[config.mk]
export PLATFORM = sky130hd
export DESIGN_NAME = eatu_ctrl
export DESIGN_NICKNAME = d
export VERILOG_FILES = /design/src/rtl/eatu_pkg.sv /design/src/rtl/eatu_ctrl.sv
export SDC_FILE = /design/constraint.sdc
export NUM_CORES = 1
export LEC_CHECK = 0
export ABC_AREA = 0
export BUFFER_PORTS_ARGS = -buffer_cell sky130_fd_sc_hd__buf_2
export CORE_UTILIZATION = 35
export CTS_CLUSTER_SIZE = 8
export DETAILED_ROUTE_END_ITERATION = 7
export SKIP_CTS_REPAIR_TIMING = 1
export SLEW_MARGIN = 10
export SYNTH_ARGS = -nofsm -noshare
export SYNTH_HDL_FRONTEND = slang
export SYNTH_SLANG_ARGS = --single-unit
[constraint.sdc]
create_clock -name i_clk -period 3.3 [get_ports i_clk]
set_input_delay 0.495 -clock i_clk [delete_from_list [all_inputs] [get_ports i_clk]]
set_output_delay 0.495 -clock i_clk [all_outputs]
set_load 0.005 [all_outputs]
[src/rtl/eatu_pkg.sv]
// eatu_pkg: shared types and codes of the expiring access table
`timescale 1ns / 1ps
`default_nettype none

package eatu_pkg;

    // field widths
    localparam int KEY_W   = 32;
    localparam int COLOR_W = 2;
    localparam int TIME_W  = 48;
    localparam int COUNT_W = 7;
    localparam int OP_W    = 2;
    localparam int STAT_W  = 2;

    // operation codes
    localparam logic [OP_W-1:0] OP_SET   = 2'd0;
    localparam logic [OP_W-1:0] OP_CHECK = 2'd1;
    localparam logic [OP_W-1:0] OP_REAP  = 2'd2;

    // status codes
    localparam logic [STAT_W-1:0] STAT_ADDED   = 2'd0;
    localparam logic [STAT_W-1:0] STAT_UPDATED = 2'd1;
    localparam logic [STAT_W-1:0] STAT_FULL    = 2'd2;
    localparam logic [STAT_W-1:0] STAT_DONE    = 2'd3;

    // one table entry as held in memory
    typedef struct packed {
        logic               valid;
        logic [KEY_W-1:0]   key;
        logic [COLOR_W-1:0] color;
        logic [TIME_W-1:0]  expiry;
    } t_entry;

    // one result beat
    typedef struct packed {
        logic [STAT_W-1:0]  status;
        logic [COLOR_W-1:0] color;
        logic [COUNT_W-1:0] count;
    } t_result;

    // scan engine states
    typedef enum logic [1:0] {
        S_CLEAR,
        S_IDLE,
        S_SCAN,
        S_FIN
    } t_state;

endpackage

`default_nettype wire

[src/rtl/eatu_ctrl.sv]
// eatu_ctrl: scan engine that walks the entry memory for set, check and reap
`timescale 1ns / 1ps
`default_nettype none

module eatu_ctrl #(
    parameter int TABLE_DEPTH = 64,
    parameter int AW          = 6,
    parameter int CW          = 7
) (
    input  wire                          i_clk,
    input  wire                          i_rst_n,
    input  wire                          i_start,
    input  wire [eatu_pkg::OP_W-1:0]     i_op,
    input  wire [eatu_pkg::KEY_W-1:0]    i_key,
    input  wire [eatu_pkg::COLOR_W-1:0]  i_color,
    input  wire [eatu_pkg::TIME_W-1:0]   i_time,
    input  wire [eatu_pkg::COLOR_W-1:0]  i_default_color,
    input  wire                          i_out_free,
    output logic                         o_ready,
    output logic                         o_res_valid,
    output eatu_pkg::t_result            o_res,
    output logic                         o_mem_we,
    output logic [AW-1:0]                o_mem_waddr,
    output eatu_pkg::t_entry             o_mem_wdata,
    output logic                         o_mem_re,
    output logic [AW-1:0]                o_mem_raddr,
    input  eatu_pkg::t_entry             i_mem_rdata
);
    import eatu_pkg::*;

    localparam logic [CW-1:0] DEPTH_C = CW'(TABLE_DEPTH);
    localparam logic [CW-1:0] LAST_C  = CW'(TABLE_DEPTH - 1);

    t_state r_state, n_state;

    // address counter, shared by the clearing pass and the scan
    logic [CW-1:0]      r_idx;
    logic               r_pend;
    logic [AW-1:0]      r_pidx;

    // latched item
    logic [OP_W-1:0]    r_op;
    logic [KEY_W-1:0]   r_key;
    logic [COLOR_W-1:0] r_color;
    logic [TIME_W-1:0]  r_time;

    // scan findings
    logic               r_hit;
    logic [AW-1:0]      r_hit_idx;
    logic [COLOR_W-1:0] r_hit_color;
    logic               r_hit_live;
    logic               r_free;
    logic [AW-1:0]      r_free_idx;
    logic [CW-1:0]      r_cnt;

    logic               ent_match;
    logic               ent_free;
    logic               ent_expired;
    logic [CW+COUNT_W-1:0] cnt_ext;

    // per-entry tests on the word just read
    assign ent_match   = r_pend && i_mem_rdata.valid && (i_mem_rdata.key == r_key);
    assign ent_free    = r_pend && !i_mem_rdata.valid && !r_free;
    assign ent_expired = r_pend && (r_op == OP_REAP) && i_mem_rdata.valid
                         && (i_mem_rdata.expiry <= r_time);
    assign cnt_ext     = {{COUNT_W{1'b0}}, r_cnt};

    // next state
    always_comb begin
        n_state = r_state;
        unique case (r_state)
            S_CLEAR: begin
                if (r_idx == LAST_C) begin
                    n_state = S_IDLE;
                end
            end
            S_IDLE: begin
                if (i_start) begin
                    n_state = S_SCAN;
                end
            end
            S_SCAN: begin
                if ((r_idx == DEPTH_C) && !r_pend) begin
                    n_state = S_FIN;
                end
            end
            S_FIN: begin
                if (i_out_free) begin
                    n_state = S_IDLE;
                end
            end
            default: n_state = S_CLEAR;
        endcase
    end

    // outputs: memory ports and result
    always_comb begin
        o_ready     = 1'b0;
        o_res_valid = 1'b0;
        o_res       = '0;
        o_mem_we    = 1'b0;
        o_mem_waddr = r_idx[AW-1:0];
        o_mem_wdata = '0;
        o_mem_re    = 1'b0;
        o_mem_raddr = r_idx[AW-1:0];
        unique case (r_state)
            S_CLEAR: begin
                o_mem_we = 1'b1;
            end
            S_IDLE: begin
                o_ready = 1'b1;
            end
            S_SCAN: begin
                o_mem_re = (r_idx < DEPTH_C);
                // free an expired entry in place
                o_mem_we          = ent_expired;
                o_mem_waddr       = r_pidx;
                o_mem_wdata       = i_mem_rdata;
                o_mem_wdata.valid = 1'b0;
            end
            S_FIN: begin
                o_res_valid        = i_out_free;
                o_res.status       = STAT_DONE;
                o_mem_wdata.valid  = 1'b1;
                o_mem_wdata.key    = r_key;
                o_mem_wdata.color  = r_color;
                o_mem_wdata.expiry = r_time;
                priority if (r_op == OP_SET) begin
                    if (r_hit) begin
                        o_res.status = STAT_UPDATED;
                        o_mem_we     = i_out_free;
                        o_mem_waddr  = r_hit_idx;
                    end else if (r_free) begin
                        o_res.status = STAT_ADDED;
                        o_mem_we     = i_out_free;
                        o_mem_waddr  = r_free_idx;
                    end else begin
                        o_res.status = STAT_FULL;
                    end
                end else if (r_op == OP_CHECK) begin
                    o_res.color = (r_hit && r_hit_live) ? r_hit_color : i_default_color;
                end else if (r_op == OP_REAP) begin
                    o_res.count = cnt_ext[COUNT_W-1:0];
                end else begin
                    o_res.status = STAT_DONE;
                end
            end
            default: o_ready = 1'b0;
        endcase
    end

    // state and counters
    always_ff @(posedge i_clk) begin
        if (!i_rst_n) begin
            r_state <= S_CLEAR;
            r_idx   <= '0;
            r_pend  <= 1'b0;
        end else begin
            r_state <= n_state;
            unique case (r_state)
                S_CLEAR: begin
                    r_idx <= r_idx + 1'b1;
                end
                S_IDLE: begin
                    r_idx  <= '0;
                    r_pend <= 1'b0;
                end
                S_SCAN: begin
                    r_pend <= (r_idx < DEPTH_C);
                    if (r_idx < DEPTH_C) begin
                        r_idx <= r_idx + 1'b1;
                    end
                end
                S_FIN: begin
                    r_pend <= 1'b0;
                end
                default: r_pend <= 1'b0;
            endcase
        end
    end

    // item capture and scan findings
    always_ff @(posedge i_clk) begin
        if (r_state == S_IDLE && i_start) begin
            r_op    <= i_op;
            r_key   <= i_key;
            r_color <= i_color;
            r_time  <= i_time;
            r_hit   <= 1'b0;
            r_free  <= 1'b0;
            r_cnt   <= '0;
        end
        if (r_state == S_SCAN) begin
            r_pidx <= r_idx[AW-1:0];
            if (ent_match) begin
                r_hit       <= 1'b1;
                r_hit_idx   <= r_pidx;
                r_hit_color <= i_mem_rdata.color;
                r_hit_live  <= (i_mem_rdata.expiry > r_time);
            end
            if (ent_free) begin
                r_free     <= 1'b1;
                r_free_idx <= r_pidx;
            end
            if (ent_expired) begin
                r_cnt <= r_cnt + 1'b1;
            end
        end
    end

endmodule

`default_nettype wire
# ---- After elaboration in Yosys (flattened, before gate mapping)
# Index checks and enable logic that the tools add are counted.
dict set report word_totals {
  reg_bits 124
  latchBits 0
  mem_bits_rw 0
  romBits 0
  inputBits 173
  output_inout_bits 110
  elab_cells 93
  mem_count 0
}
dict set report classes {
  n_addsub 2
  multipliers 0
  div_mod_pow 0
  order_cmp 3
  eq_ne 13
  shifts 0
  muxes 38
  bitwise_logic 0
  reduce_logical 22
}
# operator n
set op_table {}
lappend op_table {{$pmux W83 S2} 1}
lappend op_table {{$gt A48 B48 Y1} 1}
lappend op_table {{$le A48 B48 Y1} 1}
lappend op_table {{$mux W7} 6}
lappend op_table {{$eq A32 B32 Y1} 1}
lappend op_table {{$pmux W7 S3} 1}
lappend op_table {{$mux W2} 9}
lappend op_table {{$mux W6} 3}
lappend op_table {{$add A7 B1 Y7 const B} 2}
lappend op_table {{$mux W1} 12}
lappend op_table {{$pmux W6 S2} 1}
lappend op_table {{$mux W11} 1}
lappend op_table {{$logic_and A1 B1 Y1} 10}
lappend op_table {{$ne A2 B2 Y1 const B} 5}
lappend op_table {{$mux W9} 1}
lappend op_table {{$pmux W2 S4} 1}
lappend op_table {{$eq A7 B6 Y1 const B} 1}
lappend op_table {{$eq A7 B7 Y1 const B} 1}
lappend op_table {{$lt A7 B7 Y1 const B} 1}
lappend op_table {{$eq A2 B2 Y1 const B} 3}
lappend op_table {{$reduce_and A2 Y1} 3}
lappend op_table {{$eq A2 B1 Y1 const B} 2}
lappend op_table {{$logic_not A2 Y1} 2}
lappend op_table {{$reduce_and A4 Y1} 1}
lappend op_table {{other kinds (6)} 8}

# ---- Logic depth before layout (Yosys ltp)
# Gate-level depths: netlist of the first run.
dict set report logic_depth {
  ltp_word 6
  ltp_mapped 10
  ltp_nobuf 9
}

# ---- Least setup slack after synthesis of the first run
# OpenSTA, ideal clock, no wires.
dict set report synth_timing {
  path_type {flip-flop to flip-flop}
  startpoint {reg r_state[0]}
  endpoint {reg r_hit_color[0] (enable)}
  setup_ns 0.402
  arrival_time_ns 2.660
  t_required_ns 2.898
  path_slack_ns 0.237
  stages_incl_launch_ff 9
  path_buffers 1
  period_less_slack_ns 3.063
  path_cell_list {dfxtp_1 inv_1 ha_1 clkbuf_1 and3_1 nand4_1 nor4_1 nand4_1 nor4_1}
}
dict set report synth_between {
  elab_chain_len 2
}
# element line_no
set synth_rtl {}
lappend synth_rtl {{start: declaration} eatu_ctrl.sv:34} ;# t_state r_state, n_state;
lappend synth_rtl {{start signal: assignment} eatu_ctrl.sv:159} ;# r_state <= n_state;
lappend synth_rtl {{$eq A2 B2 Y1} eatu_ctrl.sv:193} ;# if (r_state == S_SCAN) begin
lappend synth_rtl {{$reduce_and A2 Y1 (no line)} n/a}
lappend synth_rtl {{end signal: assignment} eatu_ctrl.sv:198} ;# r_hit_color <= i_mem_rdata.color;
lappend synth_rtl {{end: declaration} eatu_ctrl.sv:50} ;# logic [COLOR_W-1:0] r_hit_color;
# No other way between the ends.
# A chain may end at the register's enable or synchronous reset.

# ---- Worst setup path in the final report of the first run
dict set report layout_timing {
  startpoint {reg r_time[1]}
  endpoint {out o_mem_we}
}
dict set report layout_between {
  elab_chain_len 3
}
# element line_no
set layout_rtl {}
lappend layout_rtl {{start: declaration} eatu_ctrl.sv:45} ;# logic [TIME_W-1:0] r_time;
lappend layout_rtl {{start signal: assignment} eatu_ctrl.sv:188} ;# r_time <= i_time;
lappend layout_rtl {{$le A48 B48 Y1} eatu_ctrl.sv:65} ;# && (i_mem_rdata.expiry <= r_time);
lappend layout_rtl {{$logic_and A1 B1 Y1} eatu_ctrl.sv:65}
lappend layout_rtl {{$pmux W1 S3} eatu_ctrl.sv:106} ;# unique case (r_state)
lappend layout_rtl {{end: declaration} eatu_ctrl.sv:22} ;# output logic o_mem_we,
# No other way between the ends.

==> impl_metrics.env, run 1 <==
export IMPL_place_port_buffers=282
export IMPL_final_util_pct=49.4
export IMPL_period_share_pct=98.7
export IMPL_start_util_pct=35.9
export IMPL_yosysWarnings=0
export IMPL_seqCellArea_um2=3530
export IMPL_rows=51
export IMPL_rsz0062_at_grt="true"
export IMPL_clkSinkCount=124
export IMPL_layout_drive_gt1_share_pct=40.7
export IMPL_syn_area_um2=7000
export IMPL_use_met2_pct=31.1
export IMPL_fp_dieW_um=143
export IMPL_core_area_um2=19500
export IMPL_multi_input_area_um2=3340
export IMPL_cap_violations=0
export IMPL_syn_inst=620
export IMPL_worst_ep_required_time_ns=2.80
export IMPL_antenna_found_initial=4
export IMPL_final_common_cell="buf_2"
export IMPL_routed_wl_um=19600
export IMPL_grt_start_max_net_pins=73
export IMPL_holdCritStartpoint="i_time[41]"
export IMPL_ys_dominant_reg_cell="edfxtp_1"
export IMPL_yosys_area_top_type="edfxtp_1"
export IMPL_synth_top_area_share_pct=45.0
export IMPL_p_total_mw=4.78
export IMPL_grtUsageMet3_pct=5.73
export IMPL_cp_startpoint="r_time[1]$_DFFE_PP_"
export IMPL_cts_root_buf="clkbuf_16"
export IMPL_ys_seq_area_share_pct=50.5
export IMPL_synth_avg_cell_area_um2=11.3
export IMPL_postRouteAntennaNets=0
export IMPL_place_gp_congestion=0.804
export IMPL_syn_nets=850
export IMPL_rr_startpoint="r_time[46]$_DFFE_PP_"
export IMPL_track_usage_pct=18.8
export IMPL_path_max_fanout=3
export IMPL_fin_ws_ns=0.0426
export IMPL_hp_class="in2reg"
export IMPL_die_area_um2=20600
export IMPL_clk_insertion_delay_late_ns=0.42
export IMPL_async_reset_ff_share_pct=0
export IMPL_die_h_um=143
export IMPL_p_per_area_nw_per_um2=496
export IMPL_grt_pass1_wl_um=29100
export IMPL_finalSetupTns_ns=0
export IMPL_cts_buffer_depth=2
export IMPL_cts_htree_levels=4
export IMPL_crit_type="reg2out"
export IMPL_max_slew_margin_pct=65.2
export IMPL_fin_nets=1141
export IMPL_dr_first_iter_drc_count=262
export IMPL_firstDrtPassIters=4
export IMPL_preCtsSetupSlack_ns=0.101
export IMPL_ir_drop_mv=0.323
export IMPL_fillers=1846
export IMPL_vias=5867
export IMPL_dp_hpwl_um=14600
export IMPL_tritoncts="yes"
export IMPL_drv_slew=0
export IMPL_ys_seq_elements=124
export IMPL_setup_viol_count_final=0
export IMPL_outcome="complete, no violations"
export IMPL_synth_edf_count=105
export IMPL_num_io_pins=283
export IMPL_wire_per_inst_um=16.5
export IMPL_final_cell_mix="282 x buf_2, 105 x edfxtp_1, 82 x a22o_1"
export IMPL_worst_setup_path_start_kind="flop"
export IMPL_drcViolationCount=0
export IMPL_cts_buffers=17
export IMPL_synth_cell_type_count=51
export IMPL_vias_per_cell=4.92
export IMPL_cp_arrival_ns=2.76
export IMPL_synth_area_leaders="edfxtp_1 45%, a22o_1 10%, ha_1 10%"
export IMPL_grt_overflow_total=0
export IMPL_fmax_ghz=0.307
export IMPL_area_delta_synth_final_pct=37.8
export IMPL_timing_final_crit_period_ns=3.26
export IMPL_finClkSkew_ns=0.00789
export IMPL_grtUsageMet1_pct=22.8
export IMPL_busiest_layer="met2"
export IMPL_p_leak_nw=4.35
export IMPL_end_kind="output port"
export IMPL_grt_pass1_vias=5709
export IMPL_tightest_slew_ns=0.521
export IMPL_finalHoldViolations=0
export IMPL_clkTransAtPathRegs_ns=0.06
==> stage by stage <==
stage | instances | cell area, um2 | hold WS (ns)
floorplan | 620 | 7000 | 0.446
global placement | 1148 | 8730 | 0.456
detailed placement | 1148 | 8730 | 0.469
CTS | 1180 | 9350 | 0.229
global route | 1191 | 9640 | 0.222
finish | 1192 | 9650 | 0.249
==> final cells by class <==
cell class	count	share of cell area [%]
antenna	3	0.0778
sequential	124	36.6
multi-input combinational	404	34.7
timing repair buffer	302	16.4
inverter	62	2.43
clock inverter	14	1.96
clock buffer	18	4.45
tap	265	3.44
==> cell families after synthesis <==
kind of cell             count (synthesis)  synth area share, %
buffers and inverters                   92                 5.38
adder cells (fa/ha/maj)                 57                 10.2
AO/OA/AOI/OAI                          169                 18.2
AND/OR/NAND/NOR                        138                 10.7
flip-flops                             124                 50.5
multiplexers                             4                0.590
XOR/XNOR                                36                 4.50
==> cells in the mapped netlist (all sizes together), types with 8 or more instances <==
cell	instances
buf	8
a22o	82
nand4	15
clkbuf	22
nand3	15
nor3	8
o21ai	16
nor2	17
xnor2	27
inv	62
and2	11
edfxtp	105
nand2	37
and4	8
ha	57
xor2	9
dfxtp	19
a21oi	33
==> metal layers <==
metal	vias up	part of all wire, %
met4	2	1.4
met2	187	48
met5	-	0.066
li1	2932	-
met3	16	7.0
met1	2730	43
==> critical path: stages, from the launching register on <==
cell	delay, ns
edfxtp_1	0.40
inv_2	0.08
ha_4	0.19
nor2b_4	0.12
o211ai_1	0.23
a21oi_2	0.09
o41a_1	0.35
or3_4	0.42
a21oi_4	0.17
a2bb2oi_1	0.16
buf_2	0.15
==> worst paths after layout <==
path                                  to  slack [ns]  cells past startpoint
hold / removal      r_time[41]$_DFFE_PP_        0.25                      1
setup reg to reg        r_cnt[2]$_DFF_P_        0.57                     12
hold reg to reg   r_hit_idx[5]$_DFFE_PP_        0.48                      0
setup / recovery                o_mem_we        0.04                     10
==> flip-flops by register name, summed over array words and instances, names as in the netlist <==
| name | flops |
|---|---|
| r_time | 48 |
| r_key | 32 |
| r_cnt | 7 |
| r_idx | 7 |
| r_free_idx | 6 |
| r_hit_idx | 6 |
| r_pidx | 6 |
| r_color | 2 |
| r_hit_color | 2 |
| r_op | 2 |
| r_state | 2 |
| r_free | 1 |
| r_hit | 1 |
| r_hit_live | 1 |
| r_pend | 1 |
==> where the power goes <==
| part | switching (mW) | internal, mW | leakage (nW) |
|---|---|---|---|
| logic | 0.453 | 0.378 | 2.95 |
| registers | 0.109 | 1.88 | 1.10 |
| clock network | 0.753 | 1.21 | 0.301 |
Power figures use the tool's default switching activity.
==> run 2, diff against run 1 <==
--- a/config.mk
+++ b/config.mk
@@ -7,9 +7,12 @@
 export LEC_CHECK = 0
 export ABC_AREA = 0
 export BUFFER_PORTS_ARGS = -buffer_cell sky130_fd_sc_hd__buf_2
-export CORE_UTILIZATION = 35
+export CELL_PAD_IN_SITES_DETAIL_PLACEMENT = 1
+export CELL_PAD_IN_SITES_GLOBAL_PLACEMENT = 2
+export CORE_UTILIZATION = 27
 export CTS_CLUSTER_SIZE = 8
 export DETAILED_ROUTE_END_ITERATION = 7
+export PLACE_DENSITY_LB_ADDON = 0.1
 export SKIP_CTS_REPAIR_TIMING = 1
 export SLEW_MARGIN = 10
 export SYNTH_ARGS = -nofsm -noshare
==> impl_metrics.env, run 2 (same netlist as run 1, synthesis figures left out) <==
export IMPL_fin_ws_ns=0.0155
export IMPL_rows=58
export IMPL_fp_dieW_um=163
export IMPL_end_kind="output port"
export IMPL_postRouteAntennaNets=0
export IMPL_grt_pass1_wl_um=35300
export IMPL_die_h_um=163
export IMPL_cts_htree_levels=4
export IMPL_fillers=2823
export IMPL_multi_input_area_um2=3200
export IMPL_crit_type="reg2out"
export IMPL_instances_no_fill=1255
export IMPL_dr_first_iter_drc_count=208
export IMPL_timing_final_crit_period_ns=3.28
export IMPL_period_share_pct=99.5
export IMPL_drv_slew=0
export IMPL_p_leak_nw=4.33
export IMPL_grt_overflow_total=0
export IMPL_cts_buffers=17
export IMPL_place_port_buffers=282
export IMPL_dp_hpwl_um=17900
export IMPL_vias_per_cell=4.78
export IMPL_layout_drive_gt1_share_pct=38.1
export IMPL_max_slew_margin_pct=38.4
export IMPL_ir_drop_mv=0.237
export IMPL_busiest_layer="met2"
export IMPL_routed_wl_um=23000
export IMPL_p_per_area_nw_per_um2=500
export IMPL_finClkSkew_ns=0.0174
export IMPL_top_register="r_time"
export IMPL_grt_pass1_vias=6535
export IMPL_final_common_cell="buf_2"
export IMPL_final_util_pct=37.8
export IMPL_p_total_mw=4.79
export IMPL_fin_nets=1139
export IMPL_tritoncts="yes"
export IMPL_use_met2_pct=30.6
export IMPL_worst_setup_path_start_kind="flop"
export IMPL_clkSinkCount=124
export IMPL_finalHoldViolations=0
export IMPL_largest_reg_flops=48
export IMPL_clk_insertion_delay_late_ns=0.42
export IMPL_worst_ep_required_time_ns=2.80
export IMPL_path_max_fanout=4
export IMPL_firstDrtPassIters=4
export IMPL_clkTransAtPathRegs_ns=0.07
export IMPL_preCtsSetupSlack_ns=0.0352
export IMPL_top_regs="r_time x48, r_key x32"
export IMPL_core_area_um2=25300
export IMPL_hp_class="in2reg"
export IMPL_holdWs_ns=0.244
export IMPL_cts_root_buf="clkbuf_16"
export IMPL_seqCellArea_um2=3530
export IMPL_cp_arrival_ns=2.79
export IMPL_start_util_pct=27.6
export IMPL_final_cell_mix="282 x buf_2, 105 x edfxtp_1, 82 x a22o_1"
export IMPL_dp_cells=1217
export IMPL_vias=6002
export IMPL_area_delta_synth_final_pct=36.8
export IMPL_tightest_slew_ns=0.924
export IMPL_num_io_pins=283
export IMPL_track_usage_pct=17.5
export IMPL_rsz0062_at_grt="true"
export IMPL_antenna_found_initial=6
export IMPL_die_area_um2=26600
export IMPL_outcome="complete, no violations"
export IMPL_cts_buffer_depth=2
export IMPL_setup_viol_count_final=0
export IMPL_drcViolationCount=0
export IMPL_grtUsageMet3_pct=6.09
export IMPL_cap_violations=0
export IMPL_fmax_ghz=0.304
export IMPL_place_gp_congestion=0.796
export IMPL_grtUsageMet1_pct=20.1
export IMPL_grt_start_max_net_pins=81
export IMPL_wire_per_inst_um=18.3
[run 2: cell types whose count changed in the layout (fill, tap and decap cells not counted), moves of 3 or more]
cell,previous run,this run
inv_2,5,2
ha_1,43,53
a21oi_2,4,0
and4_1,4,7
a21oi_1,28,32
buf_4,18,15
clkinv_4,8,1
inv_6,2,7
ha_4,14,4
inv_1,56,59
and4_4,4,1
[run 2: layout make-up]
class / count / share of cell area, %
sequential: 124 / 36.9
multi-input combinational: 404 / 33.4
timing repair buffer: 300 / 16.5
clock buffer: 17 / 4.44
tap: 330 / 4.31
inverter: 62 / 2.44
clock inverter: 15 / 1.91
antenna: 3 / 0.0784
[run 2: final timing paths]
| kind | from | depth (start not counted) | end | slack [ns] |
|---|---|---|---|---|
| max | r_time[23]$_DFFE_PP_ | 10 | o_mem_we | 0.02 |
| min | i_time[25] | 1 | r_time[25]$_DFFE_PP_ | 0.24 |
| max reg2reg | r_time[23]$_DFFE_PP_ | 10 | r_cnt[3]$_DFF_P_ | 0.50 |
| min reg2reg | r_pidx[5]$_DFFE_PP_ | 0 | r_hit_idx[5]$_DFFE_PP_ | 0.48 |
[run 2: metrics by stage]
| step | instance area [um2] | TNS [ns] |
|---|---|---|
| floorplan | 7000 | 0 |
| global placement | 8860 | 0 |
| detailed placement | 8860 | 0 |
| CTS | 9470 | -0.210 |
| global route | 9570 | -0.154 |
| finish | 9580 | 0 |
[run 2: critical path: stages (launching register included)]
cell,delay (ns)
edfxtp_1,0.43
inv_2,0.09
ha_4,0.20
and4_1,0.21
and3_4,0.19
a221oi_4,0.24
o22ai_2,0.16
or3_4,0.37
a21oi_4,0.19
a2bb2oi_2,0.13
buf_2,0.14
[run 2: power by group]
| group | switching [mW] | leakage, nW | internal [mW] | total [mW] |
|---|---|---|---|---|
| registers | 0.114 | 1.10 | 1.88 | 1.99 |
| clock network | 0.771 | 0.291 | 1.20 | 1.97 |
| logic | 0.460 | 2.94 | 0.366 | 0.826 |
[run 2: per-layer routing]
metal | up-vias | part of all wire (%)
met4 | 4 | 1.4
met2 | 177 | 50
li1 | 2922 | -
met1 | 2876 | 41
met3 | 23 | 7.0
met5 | - | 0.10
